File: src/hdl/msh_pkg.sv
// Package with shared types and constants for the MinHash signature engine.
`default_nettype none

package msh_pkg;

   // Field widths of the request and response transactions.
   localparam int BYTE_W  = 8;
   localparam int INDEX_W = 6;
   localparam int SEED_W  = 31;
   localparam int HASH_W  = 32;
   localparam int SLOT_W  = 6;

   // djb2 start value and shift, and the value of an untouched minimum.
   localparam logic [HASH_W-1:0] HASH_START = 32'd5381;
   localparam int                HASH_SHIFT = 5;
   localparam logic [HASH_W-1:0] MIN_INIT   = 32'h7FFF_FFFF;

   // Depth of the job queue between front and back.
   localparam int QUEUE_DEPTH = 4;
   localparam int PTR_W       = 2;

   // Request command codes.
   typedef enum logic [1:0] {
      CMD_LOAD_SEED     = 2'd0,
      CMD_SHINGLE_BYTE  = 2'd1,
      CMD_CLOSE_SHINGLE = 2'd2,
      CMD_CLOSE_DOC     = 2'd3
   } command_type;

   // Jobs handed from the front to the back.
   typedef enum logic [1:0] {
      OP_SEED    = 2'd0,
      OP_SHINGLE = 2'd1,
      OP_DOC     = 2'd2
   } op_type;

   // One queued job: seed write, shingle close with its hash, or document close.
   typedef struct packed {
      op_type              op;
      logic [INDEX_W-1:0]  index;
      logic [HASH_W-1:0]   word;
   } job_type;

   // Push side of the job queue.
   typedef struct packed {
      logic    valid;
      job_type job;
   } push_type;

endpackage

`default_nettype wire

File: src/hdl/msh_if.sv
// Handshake interfaces for the request and response channels.
`default_nettype none

interface msh_req_if;
   logic        valid;
   logic        ready;
   logic [1:0]  command;
   logic [7:0]  data_byte;
   logic [5:0]  seed_index;
   logic [30:0] seed_value;

   modport source (output valid, command, data_byte, seed_index, seed_value, input ready);
   modport sink   (input valid, command, data_byte, seed_index, seed_value, output ready);
endinterface

interface msh_rsp_if;
   logic               valid;
   logic               ready;
   logic [5:0]         slot;
   logic signed [31:0] min_value;
   logic               empty_document;
   logic               last;

   modport source (output valid, slot, min_value, empty_document, last, input ready);
   modport sink   (input valid, slot, min_value, empty_document, last, output ready);
endinterface

`default_nettype wire

File: src/hdl/minhash_signature_engine_unit.sv
// Top level of the MinHash signature engine: front end, job queue and back end.
// Throughput: one command per cycle while the job queue has room; a close-document
// transaction holds the back end for all NUM_HASHES slots, one signature slot per cycle
// through the output register while it is free. Every job waits in the job queue;
// seed and shingle jobs pop as they run, a document job pops with its final slot.
// Reset (synchronous, active high): seeds zero, minima 0x7FFFFFFF, hash 5381, queue empty.
`default_nettype none

module minhash_signature_engine_unit #(
   parameter int NUM_HASHES = 8
) (
   input  wire logic clock,
   input  wire logic reset,
   msh_req_if.sink   req_bus,
   msh_rsp_if.source rsp_bus
);
   import msh_pkg::*;

   push_type push;
   logic     push_ready;
   job_type  head_job;
   logic     head_valid;
   logic     pop_ready;

   msh_front u_front (
      .clock      (clock),
      .reset      (reset),
      .req        (req_bus),
      .push       (push),
      .push_ready (push_ready)
   );

   msh_queue u_queue (
      .clock      (clock),
      .reset      (reset),
      .push       (push),
      .push_ready (push_ready),
      .head_job   (head_job),
      .head_valid (head_valid),
      .pop_ready  (pop_ready)
   );

   msh_back #(
      .NUM_HASHES (NUM_HASHES)
   ) u_back (
      .clock      (clock),
      .reset      (reset),
      .head_job   (head_job),
      .head_valid (head_valid),
      .pop_ready  (pop_ready),
      .rsp        (rsp_bus)
   );

   // The back end never pops an empty queue.
   assert property (@(posedge clock) disable iff (reset) pop_ready |-> head_valid)
      else $error("back end popped an empty job queue");

   // The queue is empty and ready right after reset.
   assert property (@(posedge clock) disable iff (reset) $past(reset) |-> req_bus.ready)
      else $error("request side not ready after reset");

   // The last mark sits on the final slot only.
   assert property (@(posedge clock) disable iff (reset)
      rsp_bus.valid |-> (rsp_bus.last == (rsp_bus.slot == SLOT_W'(NUM_HASHES - 1))))
      else $error("last mark does not match the final slot");

endmodule

`default_nettype wire

File: src/hdl/msh_front.sv
// Front end: accepts commands, folds shingle bytes into the djb2 hash, queues jobs.
`default_nettype none

module msh_front (
   input  wire logic              clock,
   input  wire logic              reset,
   msh_req_if.sink                req,
   output msh_pkg::push_type      push,
   input  wire logic              push_ready
);
   import msh_pkg::*;

   logic [HASH_W-1:0] hash_ff;
   logic [HASH_W-1:0] hash_in;
   command_type       cmd;
   logic              accept;

   assign cmd       = command_type'(req.command);
   assign req.ready = push_ready;
   assign accept    = req.valid && push_ready;

   // Decode the command into a queued job and the next running hash.
   always_comb begin
      hash_in = hash_ff;
      push    = '0;
      case (cmd)
         CMD_LOAD_SEED: begin
            push.valid     = req.valid;
            push.job.op    = OP_SEED;
            push.job.index = req.seed_index;
            push.job.word  = {1'b0, req.seed_value};
         end
         CMD_SHINGLE_BYTE: begin
            if (accept) begin
               hash_in = (hash_ff << HASH_SHIFT) + hash_ff + HASH_W'(req.data_byte);
            end
         end
         CMD_CLOSE_SHINGLE: begin
            push.valid    = req.valid;
            push.job.op   = OP_SHINGLE;
            push.job.word = hash_ff;
            if (accept) begin
               hash_in = HASH_START;
            end
         end
         CMD_CLOSE_DOC: begin
            push.valid  = req.valid;
            push.job.op = OP_DOC;
            if (accept) begin
               hash_in = HASH_START;
            end
         end
         default: begin
            hash_in = hash_ff;
         end
      endcase
   end

   // Running hash register.
   always_ff @(posedge clock) begin
      if (reset) begin
         hash_ff <= HASH_START;
      end else begin
         hash_ff <= hash_in;
      end
   end

endmodule

`default_nettype wire

File: src/hdl/msh_queue.sv
// Short job queue that decouples the command front end from the minima back end.
`default_nettype none

module msh_queue (
   input  wire logic              clock,
   input  wire logic              reset,
   input  wire msh_pkg::push_type push,
   output logic                   push_ready,
   output msh_pkg::job_type       head_job,
   output logic                   head_valid,
   input  wire logic              pop_ready
);
   import msh_pkg::*;

   localparam logic [PTR_W:0] COUNT_FULL = (PTR_W+1)'(QUEUE_DEPTH);

   job_type          entry_ff [QUEUE_DEPTH];
   logic [PTR_W-1:0] wr_ptr_ff;
   logic [PTR_W-1:0] wr_ptr_in;
   logic [PTR_W-1:0] rd_ptr_ff;
   logic [PTR_W-1:0] rd_ptr_in;
   logic [PTR_W:0]   count_ff;
   logic [PTR_W:0]   count_in;
   logic             do_push;
   logic             do_pop;

   assign push_ready = (count_ff != COUNT_FULL);
   assign head_valid = (count_ff != '0);
   assign head_job   = entry_ff[rd_ptr_ff];
   assign do_push    = push.valid && push_ready;
   assign do_pop     = pop_ready && head_valid;

   // Pointer and fill count update.
   always_comb begin
      wr_ptr_in = do_push ? wr_ptr_ff + 1'b1 : wr_ptr_ff;
      rd_ptr_in = do_pop  ? rd_ptr_ff + 1'b1 : rd_ptr_ff;
      count_in  = count_ff;
      if (do_push && !do_pop) begin
         count_in = count_ff + 1'b1;
      end else if (do_pop && !do_push) begin
         count_in = count_ff - 1'b1;
      end
   end

   always_ff @(posedge clock) begin
      if (reset) begin
         wr_ptr_ff <= '0;
         rd_ptr_ff <= '0;
         count_ff  <= '0;
      end else begin
         wr_ptr_ff <= wr_ptr_in;
         rd_ptr_ff <= rd_ptr_in;
         count_ff  <= count_in;
      end
   end

   // Entry storage needs no reset; the fill count guards it.
   always_ff @(posedge clock) begin
      if (do_push) begin
         entry_ff[wr_ptr_ff] <= push.job;
      end
   end

endmodule

`default_nettype wire

File: src/hdl/msh_back.sv
// Back end: holds seeds and minima, updates all minima on a shingle close, emits signatures.
`default_nettype none

module msh_back #(
   parameter int NUM_HASHES = 8
) (
   input  wire logic             clock,
   input  wire logic             reset,
   input  wire msh_pkg::job_type head_job,
   input  wire logic             head_valid,
   output logic                  pop_ready,
   msh_rsp_if.source             rsp
);
   import msh_pkg::*;

   localparam int              CNT_W    = (NUM_HASHES > 1) ? $clog2(NUM_HASHES) : 1;
   localparam logic [CNT_W-1:0] LAST_CNT = CNT_W'(NUM_HASHES - 1);
   localparam logic [INDEX_W:0] NUM_SLOTS = (INDEX_W+1)'(NUM_HASHES);

   logic [SEED_W-1:0] seed_ff [NUM_HASHES];
   logic [SEED_W-1:0] seed_in [NUM_HASHES];
   logic [HASH_W-1:0] min_ff  [NUM_HASHES];
   logic [HASH_W-1:0] min_in  [NUM_HASHES];
   logic              seen_ff;
   logic              seen_in;
   logic [CNT_W-1:0]  cnt_ff;
   logic [CNT_W-1:0]  cnt_in;

   logic              rsp_valid_ff;
   logic              rsp_valid_in;
   logic [SLOT_W-1:0] slot_ff;
   logic [SLOT_W-1:0] slot_in;
   logic [HASH_W-1:0] value_ff;
   logic [HASH_W-1:0] value_in;
   logic              empty_ff;
   logic              empty_in;
   logic              last_ff;
   logic              last_in;
   logic              load_out;
   logic              out_free;

   assign out_free = !rsp_valid_ff || rsp.ready;

   // Carry out the job at the queue head.
   always_comb begin
      logic [HASH_W-1:0] xor_val;
      seed_in      = seed_ff;
      min_in       = min_ff;
      seen_in      = seen_ff;
      cnt_in       = cnt_ff;
      pop_ready    = 1'b0;
      load_out     = 1'b0;
      rsp_valid_in = rsp_valid_ff && !rsp.ready;
      slot_in      = slot_ff;
      value_in     = value_ff;
      empty_in     = empty_ff;
      last_in      = last_ff;
      xor_val      = '0;
      if (head_valid) begin
         case (head_job.op)
            OP_SEED: begin
               pop_ready = 1'b1;
               if ({1'b0, head_job.index} < NUM_SLOTS) begin
                  seed_in[head_job.index[CNT_W-1:0]] = head_job.word[SEED_W-1:0];
               end
            end
            OP_SHINGLE: begin
               // One signed comparator per seed slot.
               pop_ready = 1'b1;
               seen_in   = 1'b1;
               for (int i = 0; i < NUM_HASHES; i++) begin
                  xor_val = head_job.word ^ {1'b0, seed_ff[i]};
                  if ($signed(xor_val) < $signed(min_ff[i])) begin
                     min_in[i] = xor_val;
                  end
               end
            end
            OP_DOC: begin
               // Give out one slot per cycle while the output register is free; clear the minima with the final one.
               if (out_free) begin
                  load_out     = 1'b1;
                  rsp_valid_in = 1'b1;
                  slot_in      = SLOT_W'(cnt_ff);
                  value_in     = seen_ff ? min_ff[cnt_ff] : MIN_INIT;
                  empty_in     = !seen_ff;
                  last_in      = (cnt_ff == LAST_CNT);
                  if (cnt_ff == LAST_CNT) begin
                     pop_ready = 1'b1;
                     cnt_in    = '0;
                     seen_in   = 1'b0;
                     for (int i = 0; i < NUM_HASHES; i++) begin
                        min_in[i] = MIN_INIT;
                     end
                  end else begin
                     cnt_in = cnt_ff + 1'b1;
                  end
               end
            end
            default: begin
               pop_ready = 1'b1;
            end
         endcase
      end
   end

   // Architectural state and control.
   always_ff @(posedge clock) begin
      if (reset) begin
         for (int i = 0; i < NUM_HASHES; i++) begin
            seed_ff[i] <= '0;
            min_ff[i]  <= MIN_INIT;
         end
         seen_ff      <= 1'b0;
         cnt_ff       <= '0;
         rsp_valid_ff <= 1'b0;
      end else begin
         seed_ff      <= seed_in;
         min_ff       <= min_in;
         seen_ff      <= seen_in;
         cnt_ff       <= cnt_in;
         rsp_valid_ff <= rsp_valid_in;
      end
   end

   // Output payload register.
   always_ff @(posedge clock) begin
      if (load_out) begin
         slot_ff  <= slot_in;
         value_ff <= value_in;
         empty_ff <= empty_in;
         last_ff  <= last_in;
      end
   end

   assign rsp.valid          = rsp_valid_ff;
   assign rsp.slot           = slot_ff;
   assign rsp.min_value      = value_ff;
   assign rsp.empty_document = empty_ff;
   assign rsp.last           = last_ff;

endmodule

`default_nettype wire

File: src/flat_wrapper.sv
// flat-port wrapper written by rule: the top's interface ports become plain ports
module minhash_signature_engine_unit_flat import msh_pkg::*;
#(
   parameter int NUM_HASHES = 8
)
  (clock, reset, req_bus_valid, req_bus_command, req_bus_data_byte, req_bus_seed_index, req_bus_seed_value, req_bus_ready, rsp_bus_valid, rsp_bus_slot, rsp_bus_min_value, rsp_bus_empty_document, rsp_bus_last, rsp_bus_ready);
  msh_req_if req_bus_i ();
  msh_rsp_if rsp_bus_i ();
  input  wire logic clock;
  input  wire logic reset;
  input wire logic [$bits(req_bus_i.valid)-1:0] req_bus_valid;
  input wire logic [$bits(req_bus_i.command)-1:0] req_bus_command;
  input wire logic [$bits(req_bus_i.data_byte)-1:0] req_bus_data_byte;
  input wire logic [$bits(req_bus_i.seed_index)-1:0] req_bus_seed_index;
  input wire logic [$bits(req_bus_i.seed_value)-1:0] req_bus_seed_value;
  output wire logic [$bits(req_bus_i.ready)-1:0] req_bus_ready;
  output wire logic [$bits(rsp_bus_i.valid)-1:0] rsp_bus_valid;
  output wire logic [$bits(rsp_bus_i.slot)-1:0] rsp_bus_slot;
  output wire logic [$bits(rsp_bus_i.min_value)-1:0] rsp_bus_min_value;
  output wire logic [$bits(rsp_bus_i.empty_document)-1:0] rsp_bus_empty_document;
  output wire logic [$bits(rsp_bus_i.last)-1:0] rsp_bus_last;
  input wire logic [$bits(rsp_bus_i.ready)-1:0] rsp_bus_ready;
  assign req_bus_i.valid = req_bus_valid;
  assign req_bus_i.command = req_bus_command;
  assign req_bus_i.data_byte = req_bus_data_byte;
  assign req_bus_i.seed_index = req_bus_seed_index;
  assign req_bus_i.seed_value = req_bus_seed_value;
  assign req_bus_ready = req_bus_i.ready;
  assign rsp_bus_valid = rsp_bus_i.valid;
  assign rsp_bus_slot = rsp_bus_i.slot;
  assign rsp_bus_min_value = rsp_bus_i.min_value;
  assign rsp_bus_empty_document = rsp_bus_i.empty_document;
  assign rsp_bus_last = rsp_bus_i.last;
  assign rsp_bus_i.ready = rsp_bus_ready;
  minhash_signature_engine_unit #(.NUM_HASHES(NUM_HASHES)) u_core (.clock(clock), .reset(reset), .req_bus(req_bus_i), .rsp_bus(rsp_bus_i));
endmodule
File: config.mk
export PLATFORM = sky130hd
export DESIGN_NAME = minhash_signature_engine_unit_flat
export DESIGN_NICKNAME = d
export VERILOG_FILES = /design/src/hdl/msh_pkg.sv /design/src/hdl/msh_if.sv /design/src/hdl/minhash_signature_engine_unit.sv /design/src/hdl/msh_front.sv /design/src/hdl/msh_queue.sv /design/src/hdl/msh_back.sv /design/src/flat_wrapper.sv
export SDC_FILE = /design/constraint.sdc
export NUM_CORES = 2
export LEC_CHECK = 0
export ABC_CLOCK_PERIOD_IN_PS = 5900
export BUFFER_PORTS_ARGS = -buffer_cell sky130_fd_sc_hd__buf_2
export CORE_MARGIN = 10
export CORE_UTILIZATION = 25
export CTS_BUF_LIST = sky130_fd_sc_hd__clkbuf_4 sky130_fd_sc_hd__clkbuf_8 sky130_fd_sc_hd__clkbuf_16
export DETAILED_ROUTE_END_ITERATION = 7
export HOLD_SLACK_MARGIN = 0.12
export SYNTH_ARGS = -nofsm -noshare
export SYNTH_HDL_FRONTEND = slang
export SYNTH_SLANG_ARGS = --single-unit
File: constraint.sdc
create_clock -name clock -period 5.9 [get_ports clock]
set_input_delay 0.885 -clock clock [delete_from_list [all_inputs] [get_ports clock]]
set_output_delay 0.885 -clock clock [all_outputs]
set_load 0.05 [all_outputs]
==> summary.md <==
| Metric | Value |
|---|---|
| Status | `completed` |
| Core box area | `160400 um^2` |
| Final Max Tran Viols | `0` |
| Pin count of the biggest net entering global routing | `129` |
| Filler cells | `16820` |
| Clock sink count | `747` |
| Maximum achievable frequency | `192.2 MHz` |
| Category of the worst setup path capture point | `flop` |
| Register cell area after layout | `16940 um^2` |
| Dominant delay contributor by cell family on the critical path | `compound AO/OA/AOI/OAI gates` |
| Number of optimization iterations in the first detailed-route pass | `8` |
| Buffer count from post-CTS setup fixing | `0` |
| Residual antenna-violating net count after detailed routing | `0` |
| Cell count after synthesis | `4002` |
| Biggest area contributors in the synthesized netlist | `sky130_fd_sc_hd__dfxtp_1 27%, sky130_fd_sc_hd__edfxtp_1 15%, sky130_fd_sc_hd__mux2i_1 11%` |
| Setup TNS Final | `0 ns` |
| Number of synthesized register bits | `747` |
| Routability Congestion | `0.8451` |
| Largest area contributor in the netlist | `sky130_fd_sc_hd__dfxtp_1` |
| Via count of the first global-routing pass | `28250` |
| Area Overhead vs Synth | `14.32%` |
| Count of yosys warnings during synthesis | `0` |
| Initial antenna violation count | `8` |
| Remaining DRCs | `0` |
| Num CTS Buffers | `85` |
| Worst R2R Path Depth | `14` |
| Clock slew at the register clock pins of the worst setup and hold paths | `0.06 ns` |
| Endpoint required time on the critical path | `6.47 ns` |
| Hold Slack | `0.4735 ns` |
| Met2 wire length | `52740 um` |
| Largest fanout of any net on the critical path | `47` |
| Final WL | `115800 um` |
| Count of hold buffers inserted by post-cts repair | `0` |
| Final cycle utilization of the critical path | `88.17%` |
| Most used cell along the critical path | `sky130_fd_sc_hd__buf_4` |
| End point of the worst hold path | `u_core.u_front.hash_ff[30]$_SDFFE_PP0P_` |
| Count of buffer and inverter cells on the critical path | `3` |
| Unique cell type count in the Yosys netlist | `82` |
| Dominant cell by count in the synthesized netlist | `sky130_fd_sc_hd__nor2_1` |
| Half-perimeter wire length after detailed placement | `81730 um` |
| Crit path max-delay cell type | `sky130_fd_sc_hd__mux4_2` |
| Flop2flop setup slack | `0.70 ns` |
| # H-tree levels | `3` |
| Number of input and output port buffers inserted | `89` |
| Width of the chip | `421.3 um` |
| Setup WS pre-CTS | `0.6331 ns` |
| Die outline area | `177500 um^2` |
| Number of enable flip-flop cells after synthesis | `197` |
| Final cell utilization of the core | `28.70%` |
| Resized Gates After CTS | `0` |
| Power density of the placed cells | `398.2 nW/um^2` |
| Top_reg_cell synth | `sky130_fd_sc_hd__dfxtp_1` |
| Met3 Routed Length | `5679 um` |
| Number of top-level pins | `93` |
| Design Power | `18330 uW` |
| Count of standard-cell rows | `147` |
| Reg-to-reg critical path endpoint | `u_core.u_back.min_ff[248]$_SDFFE_PP1P_` |
| Crit path setup slack, layout | `0.6978 ns` |
| Fraction of final layout cells with drive strength greater than 1 | `11.78%` |
| Global-route wire length before repair | `175300 um` |
| Critical-path cell list | `buf_4 > mux4_2 > buf_4 > xor2_1 > ha_1 > nand2_1 > o2111ai_1 > and3_1 > a211oi_1 > o211ai_1 > a211oi_4 > buf_4 > nor3_1 > a21oi_1` |
| WHS Path Cells | `2` |
| Worst hold-check path type | `reg -> reg` |
| Met1 Routed Length | `54480 um` |
| Signal arrival time at the worst endpoint | `5.77 ns` |
| Drt initial violations | `2283` |
| Final setup violation count | `0` |
| Routed vias/inst | `4.648` |
| All-Layer GR Usage | `12.53%` |
| Area fraction of the dominant cell type after synthesis | `27.35%` |
| Highest layer used for signal routing | `met5` |
| Commonest cells in the synthesized netlist | `683 x sky130_fd_sc_hd__nor2_1, 550 x sky130_fd_sc_hd__dfxtp_1, 444 x sky130_fd_sc_hd__mux2i_1` |
| Max-slew headroom at the worst pin | `20.67%` |
| Leak | `0.02114 uW` |
| Startpoint class of the critical path | `flop` |
| Area of the mapped netlist | `40260 um^2` |
| Average cell area after synthesis | `10.06 um^2` |
| Clock insertion delay at the later pin of the skew report | `0.66 ns` |
| Initial cell density of the core | `25.10%` |
| Largest buffer count on any clock path | `3` |
| CTS tree | `yes` |
| Max-cap violations | `0` |
| Clock Root Buffer | `sky130_fd_sc_hd__clkbuf_16` |
| Die Span Y | `421.3 um` |
| Number of nets in the finished design | `4363` |
| VDD IR-drop max | `0.2069 mV` |
| Vias | `28940` |
| Total area of multi-input combinational cells | `21180 um^2` |
| Setup Crit Path Kind | `reg -> reg` |
| Worst hold start | `u_core.u_front.hash_ff[30]$_SDFFE_PP0P_` |
| Unrepaired setup endpoints after global routing | `no` |
| Sequential fraction of the synthesis area | `42.04%` |
| Layout Skew | `0.02880 ns` |
| Actual slew at the worst max-slew pin | `1.190 ns` |
| Hold Fails Final Rpt | `0` |
| Share of synthesized registers carrying an async set or reset | `0%` |
| Time the final worst path needs with I/O delays and setup | `5.202 ns` |
| Total gr overflow | `0` |
| Stage delay of the slowest cell on the critical path | `0.70 ns` |
| Average wire per cell in the routed design | `18.60 um` |
layout make-up:
type | instances | area share (%)
Clock buffer | 129 | 5.692
Clock inverter | 29 | 0.6551
Tap cell | 2160 | 5.872
Multi-Input combinational cell | 2701 | 46.03
Inverter | 298 | 2.430
Sequential cell | 747 | 36.80
Timing Repair Buffer | 161 | 2.517
Antenna cell | 1 | 0.005437
cells by family (layout without fill, tap and decap cells):
logic type,after synthesis,in the layout,synth area share (%)
mux,546,546,16.72
xor+xnor,277,277,6.044
compound gates,476,476,7.754
other cells,1,4,0.009314
fa+ha+maj,318,318,9.975
simple gates,1081,1081,11.93
flops,747,747,42.04
buf+inv,556,617,5.535
per-layer routing:
layer  vias up  track usage, %
li1      13850               -
met1     14230           17.36
met2       683           20.31
met3       174           1.804
met4         2           3.283
met5         -               0
flip-flops by register name, indices dropped and copies added, names as in the netlist, named ones only:
name,count
u_core.u_back.seen_ff,1
u_core.u_queue.entry_ff,160
u_core.u_back.rsp.slot,3
u_core.u_queue.wr_ptr_ff,2
u_core.u_front.hash_ff,32
u_core.u_back.rsp.valid,1
u_core.u_back.rsp.empty_document,1
u_core.u_back.min_ff,256
u_core.u_queue.rd_ptr_ff,2
u_core.u_back.cnt_ff,3
u_core.u_queue.count_ff,3
u_core.u_back.seed_ff,248
u_core.u_back.rsp.last,1
u_core.u_back.rsp.min_value,32
worst max-delay path by stage:
stage,to,slack [ns],startpoint,cells after the start
after global placement,u_core.u_back.min_ff[231]$_SDFFE_PP1P_,0.61,flop,14
after global routing,u_core.u_back.min_ff[248]$_SDFFE_PP1P_,0.31,flop,14
after detailed placement,u_core.u_back.min_ff[228]$_SDFFE_PP1P_,0.63,flop,14
after floorplan,u_core.u_back.min_ff[161]$_SDFFE_PP1P_,1.53,flop,18
final,u_core.u_back.min_ff[248]$_SDFFE_PP1P_,0.70,flop,14
after CTS,u_core.u_back.min_ff[248]$_SDFFE_PP1P_,0.61,flop,14
through the flow:
step           instance area [um^2]  std cells
4_1_cts                       46020       6225
3_3_place_gp                  43100       6067
2_1_floorplan                 40270       4004
3_5_place_dp                  43100       6067
6_report                      46030       6226
5_1_grt                       46020       6225
worst min-delay path, cell delays in order (launching register included):
cell,delay [ns]
sky130_fd_sc_hd__dfxtp_1,0.32
sky130_fd_sc_hd__nand2_1,0.06
sky130_fd_sc_hd__o31ai_1,0.05
placed cells by master (no fill, tap or decap), types with 7 or more instances in the layout:
cell type / count
sky130_fd_sc_hd__mux2i_1: 444
sky130_fd_sc_hd__xnor2_1: 51
sky130_fd_sc_hd__nor2b_1: 14
sky130_fd_sc_hd__buf_2: 88
sky130_fd_sc_hd__clkbuf_16: 90
sky130_fd_sc_hd__inv_1: 296
sky130_fd_sc_hd__nand2b_1: 9
sky130_fd_sc_hd__o21a_1: 14
sky130_fd_sc_hd__clkinv_2: 12
sky130_fd_sc_hd__nand3_1: 24
sky130_fd_sc_hd__mux4_2: 101
sky130_fd_sc_hd__dfxtp_1: 544
sky130_fd_sc_hd__nor3_2: 29
sky130_fd_sc_hd__a211oi_1: 18
sky130_fd_sc_hd__and2_1: 13
sky130_fd_sc_hd__a21oi_1: 184
sky130_fd_sc_hd__clkbuf_4: 27
sky130_fd_sc_hd__a2bb2oi_1: 33
sky130_fd_sc_hd__nor2_1: 682
sky130_fd_sc_hd__nand2_1: 120
sky130_fd_sc_hd__xor2_1: 225
sky130_fd_sc_hd__clkbuf_8: 12
sky130_fd_sc_hd__ha_1: 313
sky130_fd_sc_hd__buf_4: 59
sky130_fd_sc_hd__buf_12: 13
sky130_fd_sc_hd__nor3_1: 88
sky130_fd_sc_hd__and4_1: 11
sky130_fd_sc_hd__a22oi_1: 7
sky130_fd_sc_hd__clkinv_1: 7
sky130_fd_sc_hd__nand4_1: 35
sky130_fd_sc_hd__nor4_1: 7
sky130_fd_sc_hd__o211ai_1: 10
sky130_fd_sc_hd__o21ai_0: 58
sky130_fd_sc_hd__a21o_1: 67
sky130_fd_sc_hd__and3_1: 7
sky130_fd_sc_hd__edfxtp_1: 197
sky130_fd_sc_hd__o31ai_1: 7
report_power, final:
part	total (uW)	switching [uW]	internal [uW]	leakage (uW)
clock network	5490	2200	3290	0.00148
registers	6330	512	5820	0.00622
logic	6500	4070	2430	0.0134
Note: power is estimated with default switching activity, not from simulation.
